### src/design/lgb_pkg.sv
`timescale 1ns / 1ps

package lgb_pkg;

   // Raster geometry
   localparam int unsigned BEAM_W = 19;
   localparam int unsigned VCNT_W = 9;
   localparam int unsigned HCNT_W = 11;
   localparam logic [HCNT_W-1:0] LINE_CLOCKS = 11'd1364;

   // Cursor and register widths
   localparam int unsigned AIM_W = 10;
   localparam int unsigned VIS_W = 8;
   localparam logic [VIS_W-1:0] VISIBLE_RESET = 8'd224;

   // Serial report slots
   localparam int unsigned CNT_W = 4;
   localparam logic [CNT_W-1:0] SLOT_TRIGGER   = 4'd0;
   localparam logic [CNT_W-1:0] SLOT_CURSOR    = 4'd1;
   localparam logic [CNT_W-1:0] SLOT_TURBO     = 4'd2;
   localparam logic [CNT_W-1:0] SLOT_PAUSE     = 4'd3;
   localparam logic [CNT_W-1:0] SLOT_OFFSCREEN = 4'd6;
   localparam logic [CNT_W-1:0] SLOT_DONE      = 4'd8;

   // CSR map
   localparam int unsigned CSR_ADDR_W = 3;
   localparam logic CSR_SEL_VISIBLE = 1'b0;

   typedef enum logic [1:0] {
      OP_TICK  = 2'd0,
      OP_LATCH = 2'd1,
      OP_READ  = 2'd2
   } op_type;

   typedef struct packed {
      logic                    strobe;
      logic                    wrap;
      logic signed [AIM_W-1:0] col_wrap;
      logic signed [AIM_W-1:0] row_wrap;
      logic                    off_wrap;
      logic                    off_now;
   } beam_result_type;

endpackage

### src/design/lgb_beam.sv
`timescale 1ns / 1ps

module lgb_beam (
   input  logic [lgb_pkg::BEAM_W-1:0]       beam_pos,
   input  logic [lgb_pkg::BEAM_W-1:0]       last_pos,
   input  logic signed [lgb_pkg::AIM_W-1:0] aim_col,
   input  logic signed [lgb_pkg::AIM_W-1:0] aim_row,
   input  logic                             off_screen,
   input  logic signed [lgb_pkg::AIM_W-1:0] delta_x,
   input  logic signed [lgb_pkg::AIM_W-1:0] delta_y,
   input  logic [lgb_pkg::VIS_W-1:0]        visible_lines,
   output lgb_pkg::beam_result_type         result
);

   localparam logic signed [10:0] AIM_MIN = -11'sd16;
   localparam logic signed [10:0] COL_MAX = 11'sd272;
   localparam logic signed [10:0] ROW_MAX = 11'sd256;
   localparam logic signed [10:0] COL_EDGE = 11'sd256;
   localparam logic signed [20:0] COL_BIAS = 21'sd24;

   logic signed [20:0] row_term;
   logic signed [20:0] col_term;
   logic signed [20:0] target;
   logic signed [20:0] next_s;
   logic signed [20:0] last_s;
   logic signed [10:0] sum_x;
   logic signed [10:0] sum_y;
   logic signed [10:0] col_c;
   logic signed [10:0] row_c;
   logic signed [10:0] vis_s;

   function automatic logic off_test(input logic signed [10:0] col,
                                     input logic signed [10:0] row,
                                     input logic signed [10:0] vis);
      off_test = (col < 11'sd0) || (row < 11'sd0) || (col >= COL_EDGE) || (row >= vis);
   endfunction

   always_comb begin
      // Target lies four master clocks per dot, offset by the left border
      row_term = 21'(aim_row) * $signed({10'd0, lgb_pkg::LINE_CLOCKS});
      col_term = (21'(aim_col) + COL_BIAS) <<< 2;
      target   = row_term + col_term;
      next_s   = $signed({2'b00, beam_pos});
      last_s   = $signed({2'b00, last_pos});

      sum_x = 11'(delta_x) + 11'(aim_col);
      sum_y = 11'(delta_y) + 11'(aim_row);
      col_c = (sum_x < AIM_MIN) ? AIM_MIN : ((sum_x > COL_MAX) ? COL_MAX : sum_x);
      row_c = (sum_y < AIM_MIN) ? AIM_MIN : ((sum_y > ROW_MAX) ? ROW_MAX : sum_y);
      vis_s = $signed({3'b000, visible_lines});

      result.strobe   = !off_screen && (next_s >= target) && (last_s < target);
      result.wrap     = beam_pos < last_pos;
      result.col_wrap = col_c[lgb_pkg::AIM_W-1:0];
      result.row_wrap = row_c[lgb_pkg::AIM_W-1:0];
      result.off_wrap = off_test(col_c, row_c, vis_s);
      result.off_now  = off_test(11'(aim_col), 11'(aim_row), vis_s);
   end

endmodule

### src/design/light_gun_beam_and_serial_port_core.sv
`timescale 1ns / 1ps

// Channel   Direction  Handshake            Payload
// req_*     in         req_valid/req_stall  op, raster counters, deltas, latch, buttons
// rsp_*     out        rsp_valid/rsp_stall  strobe, serial bit, aim x/y, turbo state
// csr_*     in/out     psel/penable/pready  visible_lines at byte address 0
//
// Each transaction is registered in the input register (beam position multiply),
// then passes through the beam and serial logic into the result register. A new
// transaction is taken every cycle unless req_stall is high.
// Reset is synchronous and clears all control state; visible_lines returns to 224.
// A stalled result holds in the result register while the input register
// still takes one more transaction; req_stall rises only when both are full.

module light_gun_beam_and_serial_port_core (
   input  logic                                 clock,
   input  logic                                 reset,

   input  logic                                 req_valid,
   output logic                                 req_stall,
   input  logic [1:0]                           req_op,
   input  logic [lgb_pkg::VCNT_W-1:0]           req_vcounter_in,
   input  logic [lgb_pkg::HCNT_W-1:0]           req_hcounter_in,
   input  logic signed [lgb_pkg::AIM_W-1:0]     req_delta_x,
   input  logic signed [lgb_pkg::AIM_W-1:0]     req_delta_y,
   input  logic                                 req_latch_level,
   input  logic                                 req_trigger_button,
   input  logic                                 req_cursor_button,
   input  logic                                 req_turbo_switch,
   input  logic                                 req_pause_button,

   output logic                                 rsp_valid,
   input  logic                                 rsp_stall,
   output logic                                 rsp_latch_strobe,
   output logic                                 rsp_serial_bit,
   output logic signed [lgb_pkg::AIM_W-1:0]     rsp_aim_x,
   output logic signed [lgb_pkg::AIM_W-1:0]     rsp_aim_y,
   output logic                                 rsp_turbo_active,

   input  logic                                 csr_psel,
   input  logic                                 csr_penable,
   input  logic                                 csr_pwrite,
   input  logic [lgb_pkg::CSR_ADDR_W-1:0]       csr_paddr,
   input  logic [31:0]                          csr_pwdata,
   output logic [31:0]                          csr_prdata,
   output logic                                 csr_pready
);

   // ---------------------------------------------------------------------
   // Configuration register
   // ---------------------------------------------------------------------
   logic [lgb_pkg::VIS_W-1:0] visible_lines_ff;
   logic [lgb_pkg::VIS_W-1:0] visible_lines_in;
   logic                      csr_write;

   assign csr_pready = 1'b1;
   assign csr_write  = csr_psel && csr_penable && csr_pwrite &&
                       (csr_paddr[2] == lgb_pkg::CSR_SEL_VISIBLE);

   always_comb begin
      visible_lines_in = visible_lines_ff;
      if (csr_write) begin
         visible_lines_in = csr_pwdata[lgb_pkg::VIS_W-1:0];
      end
   end

   always_comb begin
      csr_prdata = 32'd0;
      if (csr_paddr[2] == lgb_pkg::CSR_SEL_VISIBLE) begin
         csr_prdata = {24'd0, visible_lines_ff};
      end
   end

   always_ff @(posedge clock) begin
      if (reset) begin
         visible_lines_ff <= lgb_pkg::VISIBLE_RESET;
      end else begin
         visible_lines_ff <= visible_lines_in;
      end
   end

   // ---------------------------------------------------------------------
   // Handshake: input register feeds result register
   // ---------------------------------------------------------------------
   logic s1_valid_ff;
   logic s1_valid_in;
   logic rsp_valid_ff;
   logic rsp_valid_in;
   logic advance;
   logic take;

   // The result register frees up when empty or when its transaction leaves
   assign advance   = !rsp_valid_ff || !rsp_stall;
   assign req_stall = s1_valid_ff && !advance;
   assign take      = req_valid && !req_stall;
   assign rsp_valid = rsp_valid_ff;

   always_comb begin
      s1_valid_in  = req_stall ? s1_valid_ff : req_valid;
      rsp_valid_in = advance ? s1_valid_ff : rsp_valid_ff;
   end

   always_ff @(posedge clock) begin
      if (reset) begin
         s1_valid_ff  <= 1'b0;
         rsp_valid_ff <= 1'b0;
      end else begin
         s1_valid_ff  <= s1_valid_in;
         rsp_valid_ff <= rsp_valid_in;
      end
   end

   // ---------------------------------------------------------------------
   // Input register: beam position is formed here
   // ---------------------------------------------------------------------
   logic [1:0]                        s1_op_ff;
   logic [lgb_pkg::BEAM_W-1:0]        s1_beam_ff;
   logic signed [lgb_pkg::AIM_W-1:0]  s1_dx_ff;
   logic signed [lgb_pkg::AIM_W-1:0]  s1_dy_ff;
   logic                              s1_latch_ff;
   logic                              s1_trigger_ff;
   logic                              s1_cursor_ff;
   logic                              s1_turbo_ff;
   logic                              s1_pause_ff;
   logic [20:0]                       beam_full;

   // Out of range counters simply wrap into 19 bits
   assign beam_full = 21'(req_vcounter_in) * 21'(lgb_pkg::LINE_CLOCKS) +
                      21'(req_hcounter_in);

   always_ff @(posedge clock) begin
      if (take) begin
         s1_op_ff      <= req_op;
         s1_beam_ff    <= beam_full[lgb_pkg::BEAM_W-1:0];
         s1_dx_ff      <= req_delta_x;
         s1_dy_ff      <= req_delta_y;
         s1_latch_ff   <= req_latch_level;
         s1_trigger_ff <= req_trigger_button;
         s1_cursor_ff  <= req_cursor_button;
         s1_turbo_ff   <= req_turbo_switch;
         s1_pause_ff   <= req_pause_button;
      end
   end

   // ---------------------------------------------------------------------
   // Controller state
   // ---------------------------------------------------------------------
   logic [lgb_pkg::BEAM_W-1:0]        last_beam_ff,   last_beam_in;
   logic signed [lgb_pkg::AIM_W-1:0]  aim_col_ff,     aim_col_in;
   logic signed [lgb_pkg::AIM_W-1:0]  aim_row_ff,     aim_row_in;
   logic                              off_screen_ff,  off_screen_in;
   logic                              latch_seen_ff,  latch_seen_in;
   logic [lgb_pkg::CNT_W-1:0]         bit_counter_ff, bit_counter_in;
   logic                              turbo_prev_ff,  turbo_prev_in;
   logic                              turbo_toggle_ff, turbo_toggle_in;
   logic                              trigger_hold_ff, trigger_hold_in;
   logic                              trigger_bit_ff, trigger_bit_in;
   logic                              pause_hold_ff,  pause_hold_in;
   logic                              pause_bit_ff,   pause_bit_in;
   logic                              cursor_bit_ff,  cursor_bit_in;

   logic                              strobe;
   logic                              serial;
   lgb_pkg::beam_result_type          beam_res;
   lgb_pkg::op_type                   op;

   assign op = lgb_pkg::op_type'(s1_op_ff);

   lgb_beam u_beam (
      .beam_pos      (s1_beam_ff),
      .last_pos      (last_beam_ff),
      .aim_col       (aim_col_ff),
      .aim_row       (aim_row_ff),
      .off_screen    (off_screen_ff),
      .delta_x       (s1_dx_ff),
      .delta_y       (s1_dy_ff),
      .visible_lines (visible_lines_ff),
      .result        (beam_res)
   );

   always_comb begin
      last_beam_in    = last_beam_ff;
      aim_col_in      = aim_col_ff;
      aim_row_in      = aim_row_ff;
      off_screen_in   = off_screen_ff;
      latch_seen_in   = latch_seen_ff;
      bit_counter_in  = bit_counter_ff;
      turbo_prev_in   = turbo_prev_ff;
      turbo_toggle_in = turbo_toggle_ff;
      trigger_hold_in = trigger_hold_ff;
      trigger_bit_in  = trigger_bit_ff;
      pause_hold_in   = pause_hold_ff;
      pause_bit_in    = pause_bit_ff;
      cursor_bit_in   = cursor_bit_ff;
      strobe          = 1'b0;
      serial          = 1'b0;

      unique case (op)
         lgb_pkg::OP_TICK: begin
            // Strobe uses the cursor from before this frame's move
            strobe       = beam_res.strobe;
            last_beam_in = s1_beam_ff;
            if (beam_res.wrap) begin
               aim_col_in    = beam_res.col_wrap;
               aim_row_in    = beam_res.row_wrap;
               off_screen_in = beam_res.off_wrap;
            end
         end
         lgb_pkg::OP_LATCH: begin
            // Restart the report on any latch level change
            if (s1_latch_ff != latch_seen_ff) begin
               latch_seen_in  = s1_latch_ff;
               bit_counter_in = '0;
            end
         end
         lgb_pkg::OP_READ: begin
            // First bit of a report: sample the buttons
            if (bit_counter_ff == lgb_pkg::SLOT_TRIGGER) begin
               if (s1_turbo_ff && !turbo_prev_ff) begin
                  turbo_toggle_in = !turbo_toggle_ff;
               end
               turbo_prev_in = s1_turbo_ff;

               // Trigger: edge sensitive, level sensitive while turbo is on
               trigger_bit_in = 1'b0;
               if (s1_trigger_ff && (turbo_toggle_in || !trigger_hold_ff)) begin
                  trigger_bit_in  = 1'b1;
                  trigger_hold_in = 1'b1;
               end else if (!s1_trigger_ff) begin
                  trigger_hold_in = 1'b0;
               end

               cursor_bit_in = s1_cursor_ff;

               pause_bit_in = 1'b0;
               if (s1_pause_ff && !pause_hold_ff) begin
                  pause_bit_in  = 1'b1;
                  pause_hold_in = 1'b1;
               end else if (!s1_pause_ff) begin
                  pause_hold_in = 1'b0;
               end

               off_screen_in = beam_res.off_now;
            end

            case (bit_counter_ff)
               lgb_pkg::SLOT_TRIGGER:   serial = trigger_bit_in && !off_screen_in;
               lgb_pkg::SLOT_CURSOR:    serial = cursor_bit_in;
               lgb_pkg::SLOT_TURBO:     serial = turbo_toggle_in;
               lgb_pkg::SLOT_PAUSE:     serial = pause_bit_in;
               lgb_pkg::SLOT_OFFSCREEN: serial = off_screen_in;
               // Unused slots read 0, anything past the report reads 1
               default:                 serial = (bit_counter_ff >= lgb_pkg::SLOT_DONE);
            endcase

            if (bit_counter_ff < lgb_pkg::SLOT_DONE) begin
               bit_counter_in = bit_counter_ff + 4'd1;
            end
         end
         default: begin
            // Unused op: hold everything
         end
      endcase
   end

   always_ff @(posedge clock) begin
      if (reset) begin
         last_beam_ff    <= '0;
         aim_col_ff      <= '0;
         aim_row_ff      <= '0;
         off_screen_ff   <= 1'b0;
         latch_seen_ff   <= 1'b0;
         bit_counter_ff  <= '0;
         turbo_prev_ff   <= 1'b0;
         turbo_toggle_ff <= 1'b0;
         trigger_hold_ff <= 1'b0;
         trigger_bit_ff  <= 1'b0;
         pause_hold_ff   <= 1'b0;
         pause_bit_ff    <= 1'b0;
         cursor_bit_ff   <= 1'b0;
      end else if (advance && s1_valid_ff) begin
         last_beam_ff    <= last_beam_in;
         aim_col_ff      <= aim_col_in;
         aim_row_ff      <= aim_row_in;
         off_screen_ff   <= off_screen_in;
         latch_seen_ff   <= latch_seen_in;
         bit_counter_ff  <= bit_counter_in;
         turbo_prev_ff   <= turbo_prev_in;
         turbo_toggle_ff <= turbo_toggle_in;
         trigger_hold_ff <= trigger_hold_in;
         trigger_bit_ff  <= trigger_bit_in;
         pause_hold_ff   <= pause_hold_in;
         pause_bit_ff    <= pause_bit_in;
         cursor_bit_ff   <= cursor_bit_in;
      end
   end

   // ---------------------------------------------------------------------
   // Result register
   // ---------------------------------------------------------------------
   logic                              rsp_strobe_ff;
   logic                              rsp_serial_ff;
   logic signed [lgb_pkg::AIM_W-1:0]  rsp_aim_x_ff;
   logic signed [lgb_pkg::AIM_W-1:0]  rsp_aim_y_ff;
   logic                              rsp_turbo_ff;

   always_ff @(posedge clock) begin
      if (advance && s1_valid_ff) begin
         rsp_strobe_ff <= strobe;
         rsp_serial_ff <= serial;
         rsp_aim_x_ff  <= aim_col_in;
         rsp_aim_y_ff  <= aim_row_in;
         rsp_turbo_ff  <= turbo_toggle_in;
      end
   end

   assign rsp_latch_strobe = rsp_strobe_ff;
   assign rsp_serial_bit   = rsp_serial_ff;
   assign rsp_aim_x        = rsp_aim_x_ff;
   assign rsp_aim_y        = rsp_aim_y_ff;
   assign rsp_turbo_active = rsp_turbo_ff;

   // ---------------------------------------------------------------------
   // Checks
   // ---------------------------------------------------------------------
`ifndef SYNTHESIS
   // Report position never runs past the saturation point
   assert property (@(posedge clock) disable iff (reset)
      bit_counter_ff <= lgb_pkg::SLOT_DONE)
      else $error("bit counter beyond saturation");

   // Cursor stays inside the clamp window
   assert property (@(posedge clock) disable iff (reset)
      (aim_col_ff >= -10'sd16) && (aim_col_ff <= 10'sd272) &&
      (aim_row_ff >= -10'sd16) && (aim_row_ff <= 10'sd256))
      else $error("cursor outside clamp window");

   // A strobe comes from a tick, a serial one from a read: never both
   assert property (@(posedge clock) disable iff (reset)
      (rsp_valid_ff && rsp_strobe_ff) |-> !rsp_serial_ff)
      else $error("strobe and serial bit in one transaction");

   // Turbo state moves only when a transaction completes in the result stage
   assert property (@(posedge clock) disable iff (reset)
      !(advance && s1_valid_ff) |=> $stable(turbo_toggle_ff))
      else $error("turbo state changed without a transaction");
`endif

endmodule
### config.mk
export PLATFORM = sky130hd
export DESIGN_NAME = light_gun_beam_and_serial_port_core
export DESIGN_NICKNAME = d
export VERILOG_FILES = /design/src/design/lgb_pkg.sv /design/src/design/lgb_beam.sv /design/src/design/light_gun_beam_and_serial_port_core.sv
export SDC_FILE = /design/constraint.sdc
export NUM_CORES = 1
export LEC_CHECK = 0
export BUFFER_PORTS_ARGS = -buffer_cell sky130_fd_sc_hd__buf_2
export CORE_ASPECT_RATIO = 1.2
export CORE_MARGIN = 2
export CORE_UTILIZATION = 35
export CTS_BUF_LIST = sky130_fd_sc_hd__clkbuf_8
export DETAILED_ROUTE_END_ITERATION = 8
export PLACE_DENSITY = 0.54
export SLEW_MARGIN = 40
export SYNTH_ARGS = -nofsm -noshare
export SYNTH_HDL_FRONTEND = slang
export SYNTH_SLANG_ARGS = --single-unit
### constraint.sdc
create_clock -name clock -period 10.4 [get_ports clock]
set_input_delay 2.08 -clock clock [delete_from_list [all_inputs] [get_ports clock]]
set_output_delay 2.08 -clock clock [all_outputs]
set_load 0.01 [all_outputs]
==> key figures, run 1 <==
Run status
  • Status: completed

Global route
  • Vias in the first global route: 8909
  • Overall Global Routing Usage: 0.1574
  • Grt ovf: 0
  • Largest net degree at the start of global routing: 48
  • Global-route wire length before repair: 44.20 mm
  • Initial antenna violation count: 0

Run
  • Max-cap violation count: 0

Synthesis
  • Compound-Gate Fraction of Synth Area: 0.1589
  • Cell area after synthesis: 11830 um2
  • Adder-cell area share of the yosys netlist: 0.2948
  • Synthesized instance count: 1271
  • Synthesized-area fraction occupied by xor and xnor cells: 0.06443
  • Syn Area/Cell: 9.305 um2
  • Top post-synthesis cells by area: ha_1, edfxtp_1, dfxtp_1
  • #FFs+latches synth: 130
  • Top_reg_cell synth: edfxtp_1
  • Simple-gate share of the synthesized area: 0.1213
  • Synth warn: 0
  • Post-synth EDFFs: 69
  • Biggest area consumer among synthesized cells: ha_1
  • Post-synthesis sequential area ratio: 0.2785
  • Cell variety after synth: 80
  • Synth top area share: 0.2169
  • Ys async rst share: 0
  • Mux contribution to synthesized area: 0.009839
  • Largest family of logic cells by synthesized area: adder cells

Final layout
  • Layout area overhead: 11.33%
  • Layout cells sized above 1: 0.1126
  • Cell area after layout: 13170 um2
  • Ant. Diodes: 0
  • Final nets: 1713
  • Post-Route Utilization: 0.3960

Timing
  • Fmax: 138.0 MHz
  • Fin Clk Skew: 0.01186 ns
  • Final worst path period share: 0.6970
  • Hold slack: 0.4589 ns
  • Final Hold Fails: 0
  • Fin crit period: 7.248 ns
  • Final Setup Violations: 0
  • Total negative setup slack: 0 ns
  • Final Max Slew Viols: 0
  • RSZ-0062 raised after global routing: no
  • Slew @ Worst Pin: 0.7135 ns
  • Rel. slew slack: 0.5121

Placed design
  • Post-DP Area: 12760 um2
  • Detail Placement HPWL: 21.55 mm
  • Routability congestion estimate: 0.8541
  • Port buffer count: 95

Route
  • Routed WL per cell: 14.48 um
  • DR pass1 iterations: 5
  • Vias per inst: 4.883
  • Final WL: 26.59 mm
  • DRC: 0
  • Routed vias: 8965
  • Routed Antenna Nets: 0
  • DR iter-0 viols: 438

Die
  • Die W: 171.8 um
  • Die area: 35280 um2
  • Chip Height: 205.4 um
  • Row count: 73
  • Initial Utilization: 0.3557
  • CORE AREA: 33250 um2
  • # IOs: 147

Power and ir drop
  • Clock share of power: 0.249
  • Net Sw Power: 0.6914 mW
  • Seq pwr share: 0.353
  • Pleak: 6.139 nW
  • Worst VDD drop: 72.50 uV
  • Pwr/cell area: 141.6 nW/um2
  • Part of the power in combinational logic: 0.398
  • Pint: 1.173 mW
  • Sw Ratio: 0.3707
  • Final Total Pwr: 1.865 mW

Critical path
  • Crit Path Category: reg2reg
  • Critical path capture point type: flop
  • Crit path DAT: 7.57 ns
  • Worst path max stage delay: 0.70 ns
  • CP startpoint kind: flop
  • WP data required: 10.72 ns
  • Crit path max-delay cell type: dfxtp_1
  • Critical path peak fanout: 12

Clock tree
  • Skew-Pair Late Insertion Delay: 0.45 ns
  • # clock sinks: 130
  • TritonCTS Buffers: 17
  • Post-cts sizing count: 0
  • # Post-CTS Setup Buffers: 0
  • Reg clk slew, reported paths: 0.08 ns
  • Hold-fix buffers, CTS: 0
  • CTS root buf: clkbuf_8
  • Bufs on Longest Clock Path: 2
  • H-tree levels: 4
  • TritonCTS clock tree: yes

Hold path
  • HP Class: reg2reg
worst max-delay path, delay by kind of cell, from the launching register on:
family	cells	cell delay, ns
compound gates	5	1.60
flops	1	0.70
simple gates	6	0.60
xor+xnor	2	0.38
buf+inv	5	0.67
fa+ha+maj	8	3.15
sequential cells by signal, summed over array words and instances, names as in the netlist, 2 cells and up:
register and flops:
rsp_aim_x 10, op 2, s1_beam_ff 19, last_beam_ff 19, aim_col_ff 10, visible_lines_ff 8
s1_dx_ff 10, rsp_aim_y 10, s1_dy_ff 10, aim_row_ff 10, bit_counter_ff 4
logic make-up (layout without fill, tap and decap cells):
| logic type | count (synthesis) | after routing |
|---|---|---|
| other | 2 | 25 |
| AND/OR/NAND/NOR | 304 | 304 |
| flip-flops | 130 | 130 |
| buffers and inverters | 200 | 292 |
| multiplexers | 11 | 11 |
| adder cells (fa/ha/maj) | 251 | 251 |
| XOR/XNOR | 87 | 87 |
| AO/OA/AOI/OAI | 286 | 286 |
final timing paths:
| kind | from | to | slack (ns) | cells after the start |
|---|---|---|---|---|
| worst min register to register | visible_lines_ff[3] | visible_lines_ff[3] | 0.46 | 2 |
| worst min-delay path | visible_lines_ff[3] | visible_lines_ff[3] | 0.46 | 2 |
| worst max-delay path | aim_row_ff[9] | rsp_latch_strobe | 3.15 | 26 |
| worst max register to register | aim_row_ff[9] | rsp_latch_strobe | 3.15 | 26 |
synth_stat cells (8+ instances only):
| cell type | instances |
|---|---|
| buf_4 | 25 |
| fa_1 | 46 |
| o21ai_0 | 50 |
| nand2_1 | 108 |
| xor2_1 | 34 |
| dfxtp_1 | 61 |
| nor2_1 | 82 |
| o21a_1 | 18 |
| inv_1 | 159 |
| nor2b_1 | 16 |
| ha_1 | 205 |
| xnor2_1 | 53 |
| edfxtp_1 | 69 |
| nand2b_1 | 16 |
| clkbuf_1 | 11 |
| a21o_1 | 27 |
| nor3_1 | 17 |
| o21bai_1 | 9 |
| o31ai_1 | 10 |
| nand3_1 | 17 |
| a211oi_1 | 18 |
| a22o_1 | 8 |
| a21oi_1 | 88 |
area by class of cell:
cell class                 instances  area [um2]
sequential                       130        3293
tap                              450       563.0
fill                            3441       20080
clock buffer                      19       261.5
multi-input combinational        964        7785
inverter                         160       600.6
clock inverter                    13       147.6
timing repair buffer             100       515.5
through the flow:
stage	setup slack, ns	instances
floorplan	4.145	1294
global placement	3.158	1804
detailed placement	3.064	1804
CTS	2.995	1836
global route	2.544	1836
finish	3.152	1836
power by group through the flow:
| stage | logic (mW) | clock network, mW | registers (mW) |
|---|---|---|---|
| after floorplan | 0.588 | 0 | 0.655 |
| after global placement | 0.731 | 0 | 0.670 |
| after detailed placement | 0.744 | 0 | 0.670 |
| after CTS | 0.750 | 0.480 | 0.659 |
| after global routing | 0.864 | 0.503 | 0.667 |
| final | 0.742 | 0.465 | 0.658 |
layout by cell type, fill, tap and decap left out, types with 15 or more instances in the layout:
| cell | n |
|---|---|
| a21o_1 | 27 |
| nor2b_1 | 15 |
| nand3_1 | 17 |
| dfxtp_1 | 61 |
| a211oi_1 | 18 |
| nand2_1 | 108 |
| inv_1 | 159 |
| nor2_1 | 82 |
| o21a_1 | 18 |
| nand2b_1 | 16 |
| o21ai_0 | 50 |
| nor3_1 | 16 |
| xor2_1 | 34 |
| conb_1 | 25 |
| a21oi_1 | 88 |
| clkbuf_8 | 19 |
| ha_1 | 205 |
| buf_2 | 94 |
| fa_1 | 46 |
| xnor2_1 | 53 |
| edfxtp_1 | 69 |
per-layer routing:
metal / wire (um) / part of all wire / up-vias / GRT usage
li1: - / - / 4608 / -
met2: 13190 / 0.50 / 150 / 0.2803
met3: 908 / 0.034 / 28 / 0.02116
met5: 0 / 0 / - / 0
met1: 12020 / 0.45 / 4179 / 0.1980
met4: 470 / 0.018 / 0 / 0.04412
(Power assumes the default switching activity.)
==> inputs of run 2 (changes only) <==
--- a/config.mk
+++ b/config.mk
@@ -11,7 +11,7 @@
 export CORE_UTILIZATION = 35
 export CTS_BUF_LIST = sky130_fd_sc_hd__clkbuf_8
 export DETAILED_ROUTE_END_ITERATION = 8
-export PLACE_DENSITY = 0.54
+export PLACE_DENSITY = 0.56
 export SLEW_MARGIN = 40
 export SYNTH_ARGS = -nofsm -noshare
 export SYNTH_HDL_FRONTEND = slang
==> constraint.sdc (replaced) <==
create_clock -name clock -period 6.4 [get_ports clock]
set_input_delay 1.28 -clock clock [delete_from_list [all_inputs] [get_ports clock]]
set_output_delay 1.28 -clock clock [all_outputs]
set_load 0.01 [all_outputs]
==> key figures, run 2 (synthesis results as in run 1) <==
Timing
  • Slew @ Worst Pin: 0.7992 ns (was 0.7135 ns)
  • RSZ-0062 raised after global routing: no (unchanged)
  • Fin Clk Skew: 0.01690 ns (was 0.01186 ns)
  • Fmax: 162.8 MHz (was 138.0 MHz)
  • Final Hold Fails: 0 (unchanged)
  • Rel. slew slack: 0.4664 (was 0.5121)
  • Fin crit period: 6.141 ns (was 7.248 ns)
  • Hold slack: 0.4589 ns (about the same)
  • Final Max Slew Viols: 0 (unchanged)
  • Final Setup Violations: 0 (unchanged)
  • Final worst path period share: 0.9595 (was 0.6970)

Global route
  • Global-route met2 utilization: 0.2978 (was 0.2803)
  • Overall Global Routing Usage: 0.1595 (was 0.1574)
  • Grt ovf: 0 (unchanged)
  • Grt met3 use: 0.01789 (was 0.02116)
  • Global route hottest layer: met2 (unchanged)
  • Largest net degree at the start of global routing: 48 (unchanged)
  • Vias in the first global route: 9387 (was 8909)
  • Global-route wire length before repair: 44.77 mm (was 44.20 mm)
  • Initial antenna violation count: 0 (unchanged)
  • Met1 usage: 0.1885 (was 0.1980)

Critical path
  • WP data required: 6.63 ns (was 10.72 ns)
  • Worst path max stage delay: 0.53 ns (was 0.70 ns)
  • CP top delay family: adder cells (unchanged)
  • Crit path DAT: 6.37 ns (was 7.57 ns)
  • CP startpoint kind: flop (unchanged)
  • Critical path capture point type: flop (unchanged)
  • Crit Path Category: reg2reg (unchanged)
  • Critical path peak fanout: 3 (was 12)
  • Setup crit start: aim_row_ff[3] (was aim_row_ff[9])
  • Most common cell on crit path: ha_4
  • Reg2reg path depth: 29 (was 26)
  • Buf/Inv on CP: 6 (was 5)
  • Crit path max-delay cell type: fa_1 (was dfxtp_1)
  • Worst r2r src: aim_row_ff[3] (was aim_row_ff[9])
  • Critical path depth: 29 (was 26)

Final layout
  • Final nets: 1790 (was 1713)
  • Commonest non-fill, non-tap cell in the layout: ha_1 (unchanged)
  • Layout cells sized above 1: 0.2030 (was 0.1126)
  • Layout area overhead: 19.17% (was 11.33%)
  • Cell area after layout: 14090 um2 (was 13170 um2)
  • Ant. Diodes: 0 (unchanged)
  • Most frequent cells in the layout: ha_1, inv_1, nand2_1, buf_2, a21oi_1 (unchanged)
  • Top Registers: last_beam_ff: 19 flops, s1_beam_ff: 19 flops (unchanged)

Power and ir drop
  • Pwr/cell area: 221.8 nW/um2 (was 141.6 nW/um2)
  • Worst VDD drop: 147.9 uV (was 72.50 uV)
  • Pleak: 6.500 nW (was 6.139 nW)

Clock tree
  • Skew-Pair Late Insertion Delay: 0.47 ns (was 0.45 ns)
  • TritonCTS clock tree: yes (unchanged)
  • Bufs on Longest Clock Path: 2 (unchanged)
  • H-tree levels: 4 (unchanged)
  • # clock sinks: 130 (unchanged)
  • Hold-fix buffers, CTS: 0 (unchanged)
  • Reg clk slew, reported paths: 0.09 ns (was 0.08 ns)
  • TritonCTS Buffers: 17 (unchanged)
  • CTS root buf: clkbuf_8 (unchanged)

Die
  • Die area: 35280 um2 (unchanged)
  • Initial Utilization: 0.3557 (unchanged)
  • Chip Height: 205.4 um (unchanged)
  • Row count: 73 (unchanged)
  • Die W: 171.8 um (unchanged)
  • CORE AREA: 33250 um2 (unchanged)
  • # IOs: 147 (unchanged)

Route
  • DR pass1 iterations: 5 (unchanged)
  • Routed WL per cell: 14.43 um (was 14.48 um)
  • Routed vias: 9397 (was 8965)
  • Vias per inst: 4.912 (was 4.883)
  • Final WL: 27.60 mm (was 26.59 mm)
  • DRC: 0 (unchanged)
  • DR iter-0 viols: 438 (unchanged)
  • Routed Antenna Nets: 0 (unchanged)

Run
  • Max-cap violation count: 0 (unchanged)

Placed design
  • Port buffer count: 95 (unchanged)
  • Post-DP Area: 13210 um2 (was 12760 um2)
  • Detail Placement HPWL: 22.01 mm (was 21.55 mm)
  • Routability congestion estimate: 0.8457 (was 0.8541)

Hold path
  • HP Class: reg2reg (unchanged)
  • Min-delay src: last_beam_ff[1] (was visible_lines_ff[3])
  • Hold Path Depth: 2 (unchanged)

Run status
  • Status: completed (unchanged)
-- run 2: cell count changes in the layout (fill, tap and decap cells not counted), moves of 5 or more --
cell     previous run  this run
ha_4                0        14
ha_1              205       185
o21ai_0            50        45
buf_4               6        80
dfxtp_2             0         8
a21oi_2             2         9
a21oi_1            88        81
dfxtp_1            61        51
ha_2                0         6
inv_8               1         6
-- run 2: repair_timing --
action / 4_1_cts / 5_1_grt
cloned: 0 / 0
setup endpoints to repair: 1 / 1
setup buffers: 10 / 7
resized for setup: 36 / 44
endpoints found under the hold margin: 0 / 0
pin swaps: 32 / 47
-- run 2: cell type report --
| type | instances | area (um2) |
|---|---|---|
| Sequential cell | 130 | 3311 |
| Inverter | 160 | 600.6 |
| Tap cell | 450 | 563.0 |
| Clock inverter | 15 | 162.7 |
| Timing Repair Buffer | 177 | 1099 |
| Multi-Input combinational cell | 964 | 8124 |
| Clock buffer | 17 | 234.0 |
| Fill cell | 3325 | 19150 |
-- run 2: layer usage --
metal / vias to the layer above / routed length, um
met2: 148 / 14300
met4: 0 / 527
met3: 39 / 869
met1: 4448 / 11900
met5: - / 0
li1: 4762 / -
-- run 2: worst paths after layout --
path,endpoint,slack (ns)
setup reg to reg,rsp_latch_strobe,0.26
setup / recovery,rsp_latch_strobe,0.26
hold / removal,last_beam_ff[1],0.46
hold reg to reg,last_beam_ff[1],0.46
-- run 2: report_power, final --
| part | leakage [nW] | switching [mW] | internal, mW |
|---|---|---|---|
| Sequential | 1.17 | 0.0679 | 0.998 |
| Combinational | 5.13 | 0.716 | 0.601 |
| Clock | 0.200 | 0.416 | 0.328 |
-- run 2: worst register-to-register path: cells and delay by family, from the launching register on --
family | cells | cell delay (ns)
adder cells (fa/ha/maj) | 8 | 2.70
buffers and inverters | 6 | 0.46
AND/OR/NAND/NOR | 4 | 0.93
flip-flops | 1 | 0.34
AO/OA/AOI/OAI | 10 | 1.39
XOR/XNOR | 1 | 0.09
-- run 2: through the flow --
step	std cells	utilization	power, mW	setup WS [ns]	setup TNS (ns)
floorplan	1294	-	2.020	0.1454	0
global placement	1865	0.3974	2.315	-0.2022	-0.2022
detailed placement	1865	0.3974	2.341	-0.1858	-0.1858
CTS	1907	0.4160	3.127	0.01055	0
global route	1913	0.4239	3.382	0.001487	0
finish	1913	0.4239	3.127	0.2590	0
